## src/hw/rtl/toa_pkg.sv

```systemverilog
package toa_pkg;

	// Fixed option geometry: kind, size, then port and IPv4 address.
	localparam int ADDR_OPTION_SIZE = 8;
	localparam logic [7:0] ADDR_OPTION_SIZE_CODE = 8'(ADDR_OPTION_SIZE);
	localparam logic [2:0] CAPTURE_BYTES = 3'(ADDR_OPTION_SIZE - 2);

	// Well-known option kinds.
	localparam logic [7:0] KIND_EOL = 8'd0;
	localparam logic [7:0] KIND_NOP = 8'd1;

	// Smallest legal option size.
	localparam logic [7:0] MIN_OPTION_SIZE = 8'd2;

	// Input commands.
	localparam logic CMD_HEADER = 1'b0;
	localparam logic CMD_BYTE   = 1'b1;

	// Result status codes.
	localparam logic [2:0] ST_FOUND   = 3'd0;
	localparam logic [2:0] ST_NOSYN   = 3'd1;
	localparam logic [2:0] ST_EOL     = 3'd2;
	localparam logic [2:0] ST_BAD     = 3'd3;
	localparam logic [2:0] ST_NOMATCH = 3'd4;

	// Parser phases.
	typedef enum logic [4:0] {
		PH_DONE = 5'b00001,
		PH_KIND = 5'b00010,
		PH_SIZE = 5'b00100,
		PH_SKIP = 5'b01000,
		PH_CAPT = 5'b10000
	} phase_t;

	// One input beat.
	typedef struct packed {
		logic       command;
		logic       syn_flag;
		logic [5:0] options_length;
		logic [7:0] option_byte;
	} toa_item_t;

	// One result beat.
	typedef struct packed {
		logic [2:0]  status;
		logic [15:0] client_port;
		logic [31:0] client_addr;
	} toa_result_t;

endpackage

```

## src/hw/rtl/toa_if.sv

```systemverilog
// Input channel: header and option byte beats.
interface toa_in_if;
	logic       valid;
	logic       ready;
	logic       command;
	logic       syn_flag;
	logic [5:0] options_length;
	logic [7:0] option_byte;

	modport source (output valid, output command, output syn_flag,
		output options_length, output option_byte, input ready);
	modport sink (input valid, input command, input syn_flag,
		input options_length, input option_byte, output ready);
endinterface

// Result channel: one status beat per segment.
interface toa_out_if;
	logic        valid;
	logic        ready;
	logic [2:0]  status;
	logic [15:0] client_port;
	logic [31:0] client_addr;

	modport source (output valid, output status, output client_port,
		output client_addr, input ready);
	modport sink (input valid, input status, input client_port,
		input client_addr, output ready);
endinterface

// Configuration write channel for the option kind register.
interface toa_cfg_if;
	logic       valid;
	logic       ready;
	logic [7:0] data;

	modport source (output valid, output data, input ready);
	modport sink (input valid, input data, output ready);
endinterface

```

## src/hw/rtl/toa_parser.sv

```systemverilog
module toa_parser import toa_pkg::*; #(
	parameter int MAX_OPTION_BYTES = 40
) (
	input  logic        clk,
	input  logic        arst_n,
	input  logic        step,
	input  toa_item_t   item,
	input  logic [7:0]  opt_kind,
	output logic        emit,
	output toa_result_t result
);

	localparam logic [5:0] MaxLen = 6'(MAX_OPTION_BYTES);

	phase_t      phase_q, phase_d;
	logic [5:0]  bytes_left_q, bytes_left_d;
	logic        kind_match_q, kind_match_d;
	logic [5:0]  skip_q, skip_d;
	logic [47:0] capt_q, capt_d;
	logic [2:0]  capt_cnt_q, capt_cnt_d;

	logic [7:0]  b;
	logic [5:0]  len_sat;
	logic [5:0]  bl_dec;
	logic [5:0]  bl_sub;
	logic [5:0]  skip_new;
	logic [5:0]  skip_dec;
	logic [47:0] capt_new;
	logic [2:0]  capt_cnt_inc;

	assign b            = item.option_byte;
	assign len_sat      = (item.options_length > MaxLen) ? MaxLen : item.options_length;
	assign bl_dec       = bytes_left_q - 6'd1;
	assign bl_sub       = bytes_left_q - b[5:0];
	assign skip_new     = b[5:0] - 6'd2;
	assign skip_dec     = skip_q - 6'd1;
	assign capt_new     = {capt_q[39:0], b};
	assign capt_cnt_inc = capt_cnt_q + 3'd1;

	// One step of the option walk for the current beat.
	always_comb begin
		phase_d      = phase_q;
		bytes_left_d = bytes_left_q;
		kind_match_d = kind_match_q;
		skip_d       = skip_q;
		capt_d       = capt_q;
		capt_cnt_d   = capt_cnt_q;
		emit         = 1'b0;
		result       = '0;

		if (item.command == CMD_HEADER) begin
			kind_match_d = 1'b0;
			skip_d       = '0;
			capt_d       = '0;
			capt_cnt_d   = '0;
			if (!item.syn_flag) begin
				bytes_left_d  = '0;
				emit          = 1'b1;
				result.status = ST_NOSYN;
			end else begin
				bytes_left_d = len_sat;
				if (len_sat == 6'd0) begin
					emit          = 1'b1;
					result.status = ST_NOMATCH;
				end else begin
					phase_d = PH_KIND;
				end
			end
		end else begin
			case (phase_q)
				PH_KIND: begin
					if (b == KIND_EOL) begin
						emit          = 1'b1;
						result.status = ST_EOL;
					end else if (b == KIND_NOP) begin
						bytes_left_d = bl_dec;
						if (bl_dec == 6'd0) begin
							emit          = 1'b1;
							result.status = ST_NOMATCH;
						end
					end else if (bytes_left_q <= 6'd1) begin
						// A kind byte with no room left for its size byte.
						emit          = 1'b1;
						result.status = ST_BAD;
					end else begin
						kind_match_d = (b == opt_kind);
						phase_d      = PH_SIZE;
					end
				end
				PH_SIZE: begin
					if (b < MIN_OPTION_SIZE || b > {2'b00, bytes_left_q}) begin
						emit          = 1'b1;
						result.status = ST_BAD;
					end else if (kind_match_q && b == ADDR_OPTION_SIZE_CODE) begin
						capt_d     = '0;
						capt_cnt_d = '0;
						phase_d    = PH_CAPT;
					end else begin
						bytes_left_d = bl_sub;
						skip_d       = skip_new;
						if (skip_new != 6'd0) begin
							phase_d = PH_SKIP;
						end else if (bl_sub == 6'd0) begin
							emit          = 1'b1;
							result.status = ST_NOMATCH;
						end else begin
							phase_d = PH_KIND;
						end
					end
				end
				PH_SKIP: begin
					skip_d = skip_dec;
					if (skip_dec == 6'd0) begin
						if (bytes_left_q == 6'd0) begin
							emit          = 1'b1;
							result.status = ST_NOMATCH;
						end else begin
							phase_d = PH_KIND;
						end
					end
				end
				PH_CAPT: begin
					capt_d     = capt_new;
					capt_cnt_d = capt_cnt_inc;
					if (capt_cnt_inc >= CAPTURE_BYTES) begin
						emit               = 1'b1;
						result.status      = ST_FOUND;
						result.client_port = capt_new[47:32];
						result.client_addr = capt_new[31:0];
					end
				end
				default: begin
					// No segment open: the byte is dropped.
				end
			endcase
		end

		if (emit) begin
			phase_d = PH_DONE;
		end
	end

	// Walk state, updated once per consumed beat.
	always_ff @(posedge clk or negedge arst_n) begin
		if (!arst_n) begin
			phase_q      <= PH_DONE;
			bytes_left_q <= '0;
			kind_match_q <= 1'b0;
			skip_q       <= '0;
			capt_cnt_q   <= '0;
		end else if (step) begin
			phase_q      <= phase_d;
			bytes_left_q <= bytes_left_d;
			kind_match_q <= kind_match_d;
			skip_q       <= skip_d;
			capt_cnt_q   <= capt_cnt_d;
		end
	end

	// The capture buffer is cleared before use, so it needs no reset.
	always_ff @(posedge clk) begin
		if (step) begin
			capt_q <= capt_d;
		end
	end

endmodule

```

## src/hw/rtl/toa_out_stage.sv

```systemverilog
module toa_out_stage import toa_pkg::*; (
	input  logic        clk,
	input  logic        arst_n,
	input  logic        load,
	input  toa_result_t data,
	output logic        free,
	toa_out_if.source   results
);

	logic        valid_q;
	toa_result_t data_q;

	// The register can take a new beat when empty or being drained.
	assign free = !valid_q || results.ready;

	always_ff @(posedge clk or negedge arst_n) begin
		if (!arst_n) begin
			valid_q <= 1'b0;
		end else if (load) begin
			valid_q <= 1'b1;
		end else if (results.ready) begin
			valid_q <= 1'b0;
		end
	end

	always_ff @(posedge clk) begin
		if (load) begin
			data_q <= data;
		end
	end

	assign results.valid       = valid_q;
	assign results.status      = data_q.status;
	assign results.client_port = data_q.client_port;
	assign results.client_addr = data_q.client_addr;

endmodule

```

## src/hw/rtl/tcp_option_address_extractor.sv

```systemverilog
// A result beat passes through the input register, then the result register.
// Throughput: one input beat per cycle while the result side has room.
// The input register stalls only while the result register holds a beat that
// the sink is not taking in the same cycle.
// Reset (arst_n low, asynchronous) empties both registers, closes any open
// segment and sets the option kind register to 254.
module tcp_option_address_extractor import toa_pkg::*; #(
	parameter int MAX_OPTION_BYTES = 40
) (
	input  logic      clk,
	input  logic      arst_n,
	toa_in_if.sink    items,
	toa_out_if.source results,
	toa_cfg_if.sink   cfg
);

	logic        in_valid_s1;
	toa_item_t   item_s1;
	logic        out_free;
	logic        step;
	logic        emit;
	toa_result_t result;
	logic [7:0]  opt_kind_q;

	// Option kind register; writes are always taken.
	assign cfg.ready = 1'b1;

	always_ff @(posedge clk or negedge arst_n) begin
		if (!arst_n) begin
			opt_kind_q <= 8'd254;
		end else if (cfg.valid) begin
			opt_kind_q <= cfg.data;
		end
	end

	// Input register; it advances whenever the result side has room.
	assign step        = in_valid_s1 && out_free;
	assign items.ready = !in_valid_s1 || out_free;

	always_ff @(posedge clk or negedge arst_n) begin
		if (!arst_n) begin
			in_valid_s1 <= 1'b0;
		end else if (items.valid && items.ready) begin
			in_valid_s1 <= 1'b1;
		end else if (step) begin
			in_valid_s1 <= 1'b0;
		end
	end

	always_ff @(posedge clk) begin
		if (items.valid && items.ready) begin
			item_s1.command        <= items.command;
			item_s1.syn_flag       <= items.syn_flag;
			item_s1.options_length <= items.options_length;
			item_s1.option_byte    <= items.option_byte;
		end
	end

	toa_parser #(
		.MAX_OPTION_BYTES(MAX_OPTION_BYTES)
	) u_parser (
		.clk     (clk),
		.arst_n  (arst_n),
		.step    (step),
		.item    (item_s1),
		.opt_kind(opt_kind_q),
		.emit    (emit),
		.result  (result)
	);

	toa_out_stage u_out (
		.clk    (clk),
		.arst_n (arst_n),
		.load   (step && emit),
		.data   (result),
		.free   (out_free),
		.results(results)
	);

	// A beat is only consumed when the result register can take its result.
	a_no_overwrite: assert property (@(posedge clk) disable iff (!arst_n)
		step |-> (!results.valid || results.ready))
		else $error("result register overwritten");

	// Every result carries a defined status code.
	a_status_range: assert property (@(posedge clk) disable iff (!arst_n)
		results.valid |-> (results.status <= ST_NOMATCH))
		else $error("undefined status code");

	// Port and address are zero unless the option was found.
	a_zero_unless_found: assert property (@(posedge clk) disable iff (!arst_n)
		(results.valid && results.status != ST_FOUND) |->
		(results.client_port == 16'd0 && results.client_addr == 32'd0))
		else $error("capture fields set without a match");

	// A new result only follows a consumed beat that decided it.
	a_result_source: assert property (@(posedge clk) disable iff (!arst_n)
		(results.valid && !$past(results.valid && !results.ready)) |->
		$past(step && emit))
		else $error("result without a deciding beat");

endmodule
```

## src/flat_wrapper.sv

```systemverilog
// flat-port wrapper written by rule: the top's interface ports become plain ports
module tcp_option_address_extractor_flat import toa_pkg::*;
#(
	parameter int MAX_OPTION_BYTES = 40
)
  (clk, arst_n, items_valid, items_command, items_syn_flag, items_options_length, items_option_byte, items_ready, results_valid, results_status, results_client_port, results_client_addr, results_ready, cfg_valid, cfg_data, cfg_ready);
  toa_in_if items_i ();
  toa_out_if results_i ();
  toa_cfg_if cfg_i ();
  input  logic clk;
  input  logic arst_n;
  input wire logic [$bits(items_i.valid)-1:0] items_valid;
  input wire logic [$bits(items_i.command)-1:0] items_command;
  input wire logic [$bits(items_i.syn_flag)-1:0] items_syn_flag;
  input wire logic [$bits(items_i.options_length)-1:0] items_options_length;
  input wire logic [$bits(items_i.option_byte)-1:0] items_option_byte;
  output wire logic [$bits(items_i.ready)-1:0] items_ready;
  output wire logic [$bits(results_i.valid)-1:0] results_valid;
  output wire logic [$bits(results_i.status)-1:0] results_status;
  output wire logic [$bits(results_i.client_port)-1:0] results_client_port;
  output wire logic [$bits(results_i.client_addr)-1:0] results_client_addr;
  input wire logic [$bits(results_i.ready)-1:0] results_ready;
  input wire logic [$bits(cfg_i.valid)-1:0] cfg_valid;
  input wire logic [$bits(cfg_i.data)-1:0] cfg_data;
  output wire logic [$bits(cfg_i.ready)-1:0] cfg_ready;
  assign items_i.valid = items_valid;
  assign items_i.command = items_command;
  assign items_i.syn_flag = items_syn_flag;
  assign items_i.options_length = items_options_length;
  assign items_i.option_byte = items_option_byte;
  assign items_ready = items_i.ready;
  assign results_valid = results_i.valid;
  assign results_status = results_i.status;
  assign results_client_port = results_i.client_port;
  assign results_client_addr = results_i.client_addr;
  assign results_i.ready = results_ready;
  assign cfg_i.valid = cfg_valid;
  assign cfg_i.data = cfg_data;
  assign cfg_ready = cfg_i.ready;
  tcp_option_address_extractor #(.MAX_OPTION_BYTES(MAX_OPTION_BYTES)) u_core (.clk(clk), .arst_n(arst_n), .items(items_i), .results(results_i), .cfg(cfg_i));
endmodule
```

## config.mk

```make
export PLATFORM = sky130hd
export DESIGN_NAME = tcp_option_address_extractor_flat
export DESIGN_NICKNAME = d
export VERILOG_FILES = /design/src/hw/rtl/toa_pkg.sv /design/src/hw/rtl/toa_if.sv /design/src/hw/rtl/toa_parser.sv /design/src/hw/rtl/toa_out_stage.sv /design/src/hw/rtl/tcp_option_address_extractor.sv /design/src/flat_wrapper.sv
export SDC_FILE = /design/constraint.sdc
export NUM_CORES = 1
export LEC_CHECK = 0
export ABC_AREA = 1
export ABC_CLOCK_PERIOD_IN_PS = 10300
export BUFFER_PORTS_ARGS = -buffer_cell sky130_fd_sc_hd__buf_2
export CAP_MARGIN = 40
export CORE_MARGIN = 2
export CORE_UTILIZATION = 60
export DETAILED_ROUTE_END_ITERATION = 6
export PLACE_DENSITY = 0.82
export REMOVE_ABC_BUFFERS = 1
export SLEW_MARGIN = 20
export SYNTH_ARGS = -nofsm -noshare
export SYNTH_HDL_FRONTEND = slang
export SYNTH_HIERARCHICAL = 1
export SYNTH_SLANG_ARGS = --single-unit
export TNS_END_PERCENT = 1
```

## constraint.sdc

```tcl
create_clock -name clk -period 10.3 [get_ports clk]
set_input_delay 2.06 -clock clk [delete_from_list [all_inputs] [get_ports clk]]
set_output_delay 2.06 -clock clk [all_outputs]
set_load 0.005 [all_outputs]
```

==> run summary, run 1 <==
Global Route met1 Usage: 0.284
Clock Sink Count: 138
Period utilisation layout: 0.445
Yosys synthesis warning count: 6
Buf/Inv on CP: 4
Seq pwr share: 0.414
Max VDD drop: 0.156 mV
Via count: 4827
Met2 usage: 0.435
Post-CTS Hold Buffers: 0
TritonCTS Buffers: 17
H-tree lvl count: 4
Synth top area share: 0.482
I/O Buffers: 81
Routed WL per cell: 14.7 um
GR Overflow Total: 0
Worst setup SP type: input pin
Mux cell area share after synthesis: 0
Fraction of layout cells with a size suffix above 1: 0.238
Min-delay src: u_core/opt_kind_q[2]
Post-Synthesis Cell Area: 6670 sq um
TritonCTS clock tree: yes
Ys flop type: edfxtp_1
RSZ-0062 raised after global routing: no
Largest family of logic cells by synthesized area: simple AND/OR/NAND/NOR gates
P_leak: 3.53 nW
P_int: 0.00118 W
Adder-Cell Fraction of Synth Area: 0.0405
Detailed Route Iter0 Violations: 345
Comb pwr share: 0.262
CP peak stage delay: 0.12 ns
Synth Area in XOR/XNOR: 0.00920
Largest net degree at the start of global routing: 49
Synth Register Bits: 138
Setup repair bufs after CTS: 0
Final WL: 13400 um
Compound-Gate Fraction of Synth Area: 0.0634
Power Dens Cells: 231 nW/um^2
Number of antenna violations at the first check in global routing: 0
Root buf cell: clkbuf_8
Outcome: finished clean
Routed Antenna Nets: 0
Die H: 109 um
MaxCap Viol Count: 0
Drt pass-1 iters: 5
Dpl hpwl: 9420 um
Synth Area in Simple Gates: 0.206
Crit path max fanout: 3
Clock Skews: 0.00846 ns
Area grow syn2layout: 16.7%
Clk network pwr share: 0.324
RD Place Congestion: 0.917
Critical path class: in2out
Switching Fraction: 0.344
Worst reg2reg startpoint: u_core/u_parser/bytes_left_q[0]
CTS clock-pin slew for the worst setup and hold paths: 0.06 ns
First-pass GRT wire length: 22200 um
Max Clk Rate: 0.218 GHz
Vias in the first global route: 4845
Row count: 38
Initial Util: 0.615
Synth Area per Inst: 9.92 sq um
Die width: 109 um
Post-Layout Cell Count: 913
Fin. max-slew vios: 0
ANT cells: 0
Hold WC Path Type: reg2reg
Final min period: 4.59 ns
Longest Clk Path Bufs: 2
I/O pins: 83
Nets: 810
Critical Path Source: results_ready
Post-synth ARST share: 0.225
Register area share after synthesis: 0.600
Cell taking the most area after synthesis: edfxtp_1
CP max-delay cell: buf_2
Busiest metal layer after global routing: met2
Met3 Use GR: 0.0528
Gr usage total: 0.245
Vias per cell: 5.29
Setup TNS: 0 ns
Placed Cells incl. Taps: 881
NetSw: 0.000620 W
DRC viols: 0
Flop-to-flop setup slack: 6.72 ns
# resized after CTS: 0
Max_slew headroom: 0.497
Post-Syn Instances: 672
Skew-Pair Late Insertion Delay: 0.53 ns
Die area: 12000 sq um
Synth area leaders: edfxtp_1 (48%), dfrtp_1 (8.6%), nor2_1 (6.9%), inv_1 (5.7%), nand2_1 (5.5%)
CP required: 8.24 ns
WP data arrival: 2.53 ns
# setup viols final: 0
Worst path cell trace: buf_2 > inv_1 > nand2_2 > inv_1 > nand2_1 > buf_2
CP delay by family, top: buffers and inverters
Post-synth EDFFs: 107
Netlist cell types: 46
Core area: 10800 sq um
Hold violation count in the final report: 0
Actual slew at the worst max-slew pin: 0.755 ns
CP Capture Type: output port
-- worst paths after layout --
path,endpoint,cells past startpoint
setup / recovery,items_ready,6
hold / removal,u_core/opt_kind_q[2],2
setup reg to reg,u_core/u_out/results.client_addr[4],19
hold reg to reg,u_core/opt_kind_q[2],2
max in group asynchronous,u_core/u_parser/skip_q[5],1
min in group asynchronous,u_core/u_parser/bytes_left_q[3],1
-- area by class of cell --
cell class | instances | area, sq um
inverters | 116 | 440
well taps | 140 | 175
multi-input cells | 402 | 2140
repair buffers | 85 | 455
clock inverters | 15 | 160
clock buffers | 17 | 414
flip-flops and latches | 138 | 4000
fillers | 742 | 3060
-- kinds of logic (layout without fill, tap and decap cells) --
family,count (synthesis),in the layout
AO/OA/AOI/OAI,69,69
other,1,1
buffers and inverters,132,233
flip-flops,138,138
adder cells (fa/ha/maj),21,21
AND/OR/NAND/NOR,304,304
XOR/XNOR,7,7
-- synthesized netlist by cell type (2+ instances only) --
cell type	count
xnor2_1	3
a21oi_2	3
clkbuf_1	6
buf_1	3
dfrtp_1	23
inv_2	11
edfxtp_1	107
nand2_4	5
nor2_1	122
a2111oi_0	2
nor2_4	2
o21ai_2	8
inv_4	2
buf_6	2
nand3_2	7
ha_1	20
buf_2	3
a211oi_1	2
nand2_1	98
a21oi_1	13
nand3_1	43
xor2_1	4
nand4_1	5
dfstp_2	8
o21ai_1	8
o22ai_1	5
inv_1	102
o21ai_0	22
nand2_2	10
nor2_2	7
-- registers in the layout, indices dropped and copies added, names as in the netlist --
signal and count:
u_core/u_parser/phase_q 5, u_core/u_out/results.client_addr 32, u_core/u_parser/capt_q 40, u_core/u_out/results.valid 1, u_core/u_parser/kind_match_q 1, u_core/item_s1 16
u_core/u_parser/capt_cnt_q 3, u_core/u_parser/skip_q 6, u_core/u_out/results.status 3, u_core/in_valid_s1 1, u_core/u_out/results.client_port 16, u_core/u_parser/bytes_left_q 6
u_core/opt_kind_q 8
-- tightest hold or removal path, stage by stage, from the launching register on --
cell     delay (ns)
dfstp_2        0.38
inv_1          0.04
o21ai_0        0.06
-- cell usage in the layout, fill, tap and decap left out, types with 7 or more instances in the layout --
cell type and count:
nand2_1 97, nand3_1 43, inv_1 100, a21oi_1 13, o21ai_1 8, ha_1 20, dfstp_2 8, nand2_2 11
buf_2 81, dfrtp_1 23, nor2_2 7, edfxtp_1 107, nand3_2 7, o21ai_2 8, o21ai_0 22, nor2_1 121
inv_2 12, clkbuf_16 16
-- power groups by stage --
stage          Combinational (W)  Sequential (W)  Clock, W
2_1_floorplan           0.000340        0.000747         0
3_3_place_gp            0.000438        0.000750         0
3_5_place_dp            0.000461        0.000755         0
4_1_cts                 0.000465        0.000744  0.000589
5_1_grt                 0.000535        0.000754  0.000610
6_report                0.000472        0.000746  0.000583
-- metrics by stage --
stage               total power (W)  hold slack, ns  setup slack [ns]  utilization  cell area [sq um]
floorplan                   0.00109           0.452              5.44            -               6570
global placement            0.00119           0.467              5.73        0.662               7180
detailed placement          0.00122           0.470              5.71        0.665               7210
CTS                         0.00180           0.481              5.71        0.718               7780
global route                0.00190           0.507              5.66        0.718               7780
finish                      0.00180           0.482              5.71        0.718               7780
-- layer usage --
metal / vias up / part of all wire
met1: 2252 / 0.40
met3: 33 / 0.060
li1: 2365 / -
met5: - / 0
met4: 0 / 0.022
met2: 177 / 0.52
Note: power is estimated with default switching activity, not from simulation.
==> run 2: changes to the inputs <==
--- a/config.mk
+++ b/config.mk
@@ -6,13 +6,13 @@
 export NUM_CORES = 1
 export LEC_CHECK = 0
 export ABC_AREA = 1
-export ABC_CLOCK_PERIOD_IN_PS = 10300
+export ABC_CLOCK_PERIOD_IN_PS = 4040
 export BUFFER_PORTS_ARGS = -buffer_cell sky130_fd_sc_hd__buf_2
 export CAP_MARGIN = 40
 export CORE_MARGIN = 2
-export CORE_UTILIZATION = 60
+export CORE_UTILIZATION = 53
 export DETAILED_ROUTE_END_ITERATION = 6
-export PLACE_DENSITY = 0.82
+export PLACE_DENSITY = 0.77
 export REMOVE_ABC_BUFFERS = 1
 export SLEW_MARGIN = 20
 export SYNTH_ARGS = -nofsm -noshare
==> constraint.sdc (replaced) <==
create_clock -name clk -period 4.04 [get_ports clk]
set_input_delay 0.808 -clock clk [delete_from_list [all_inputs] [get_ports clk]]
set_output_delay 0.808 -clock clk [all_outputs]
set_load 0.005 [all_outputs]
==> run 2 against run 1 <==
Compared with the run above: combinational power grew to 2.6 times the previous value; flip-flop and latch count stayed put; clock power grew to 2.5 times the previous value; routed wire length is 1.9% higher; worst setup slack worse by 4.9 ns; critical path depth is 13 higher; core utilization is 7.3 points lower; register-to-register slack worse by 5.9 ns; critical path type is now reg2reg; non-clock buffer count is 2 higher; clock skew is 0.0032 ns lower; die area is 13% higher; hold slack worse by 0.15 ns.
==> run summary, run 2 (same netlist as run 1, synthesis figures left out) <==
Worst setup SP type: flip-flop
Final min period: 3.26 ns
Largest register FFs: 40
# resized after CTS: 0
Area grow syn2layout: 17.7%
Setup WS pre-CTS: 0.825 ns
Max VDD drop: 0.307 mV
DRC viols: 0
Placed Cells incl. Taps: 910
ANT cells: 0
Number of antenna violations at the first check in global routing: 0
Initial Util: 0.548
I/O Buffers: 81
WP data arrival: 3.36 ns
Routed WL per cell: 14.5 um
Nets: 812
Drt pass-1 iters: 5
RSZ-0062 raised after global routing: no
Worst path cell trace: inv_1 > ha_1 > fa_1 > inv_1 > nand2_1 > nand2_1 > nand2_1 > nand2_1 > nand3_1 > nor2_1 > nand3_2 > nand2_2 > nor2_4 > nand2_1 > o21ai_1 > inv_1 > inv_1 > nor2_4 > buf_12
GR Overflow Total: 0
CP peak stage delay: 0.42 ns
Gr usage total: 0.219
Worst Slack Setup Final: 0.779 ns
CP required: 4.14 ns
I/O pins: 83
RD Place Congestion: 0.900
Largest net degree at the start of global routing: 49
# setup viols final: 0
CTS clock-pin slew for the worst setup and hold paths: 0.06 ns
Hold WC Path Type: in2async
Skew-Pair Late Insertion Delay: 0.42 ns
Root buf cell: clkbuf_16
Dpl hpwl: 9910 um
Clock Sink Count: 138
Crit path max fanout: 48
Die H: 116 um
P_leak: 3.53 nW
Setup repair bufs after CTS: 0
Clock Skews: 0.00526 ns
Final WL: 13700 um
Critical path class: reg2reg
Most common cell after layout, fill and taps aside: nor2_1
Most flop-heavy register: u_core/u_parser/capt_q
Period utilisation layout: 0.807
Power Dens Cells: 583 nW/um^2
Via count: 4802
CP delay by family, top: simple AND/OR/NAND/NOR gates
CP max-delay cell: dfrtp_1
Fin Hold WS: 0.331 ns
Fraction of layout cells with a size suffix above 1: 0.234
Longest Clk Path Bufs: 2
Routed Antenna Nets: 0
Outcome: finished clean
TritonCTS clock tree: yes
Die width: 116 um
Crit path depth: 19
Actual slew at the worst max-slew pin: 0.759 ns
Fin. max-slew vios: 0
Post-CTS Hold Buffers: 0
Worst-case reg-to-reg path depth: 19
Hold violation count in the final report: 0
CP Capture Type: flip-flop
Most frequent cell on the critical path: nand2_1
TritonCTS Buffers: 17
Most frequent cells in the layout: nor2_1 (121), edfxtp_1 (107), inv_1 (101), nand2_1 (97), buf_2 (81)
Die area: 13500 sq um
Max Clk Rate: 0.307 GHz
Detailed Route Iter0 Violations: 333
Vias per cell: 5.10
Buf/Inv on CP: 5
Max_slew headroom: 0.494
Row count: 40
Post-Layout Cell Count: 942
First-pass GRT wire length: 22300 um
H-tree lvl count: 4
Worst reg2reg startpoint: u_core/u_parser/bytes_left_q[0]
Critical Path Source: u_core/u_parser/bytes_left_q[0]
Vias in the first global route: 4713
MaxCap Viol Count: 0
Core area: 12200 sq um
run 2: power by group:
part	total [W]	internal (W)	switching, W
combinational	0.00121	0.000418	0.000795
clock	0.00147	0.000898	0.000568
sequential	0.00190	0.00176	0.000140
total	0.00458	0.00307	0.00150
run 2: area by class of cell:
cell class              instances  area (sq um)
fillers                       979          4310
flip-flops and latches        138          4000
multi-input cells             402          2140
repair buffers                 87           503
inverters                     116           440
clock buffers                  19           433
well taps                     168           210
clock inverters                12           125
run 2: per-stage QoR:
stage               setup TNS [ns]  utilization  total power [W]  instance area [sq um]
global placement                 0        0.594          0.00309                   7230
global route                     0        0.645          0.00484                   7850
floorplan                   -32.54            -          0.00277                   6570
CTS                              0        0.643          0.00460                   7820
finish                           0        0.645          0.00458                   7850
detailed placement               0        0.597          0.00311                   7260
run 2: metal layers:
layer	share of wire	global-route usage	up-vias	routed length, um
met3	0.050	0.0467	37	691
met1	0.42	0.261	2234	5700
met4	0.033	0.117	0	448
li1	-	-	2364	-
met5	0	0	-	0
met2	0.50	0.374	167	6860
run 2: path summary, 6_finish.rpt:
check / endpoint / slack, ns
worst min-delay path: u_core/u_out/results.valid / 0.33
max in group asynchronous: u_core/opt_kind_q[3] / 3.18
worst max register to register: u_core/u_out/results.client_addr[5] / 0.78
min in group clk: u_core/opt_kind_q[7] / 0.48
worst min register to register: u_core/opt_kind_q[7] / 0.48
worst max-delay path: u_core/u_out/results.client_addr[5] / 0.78
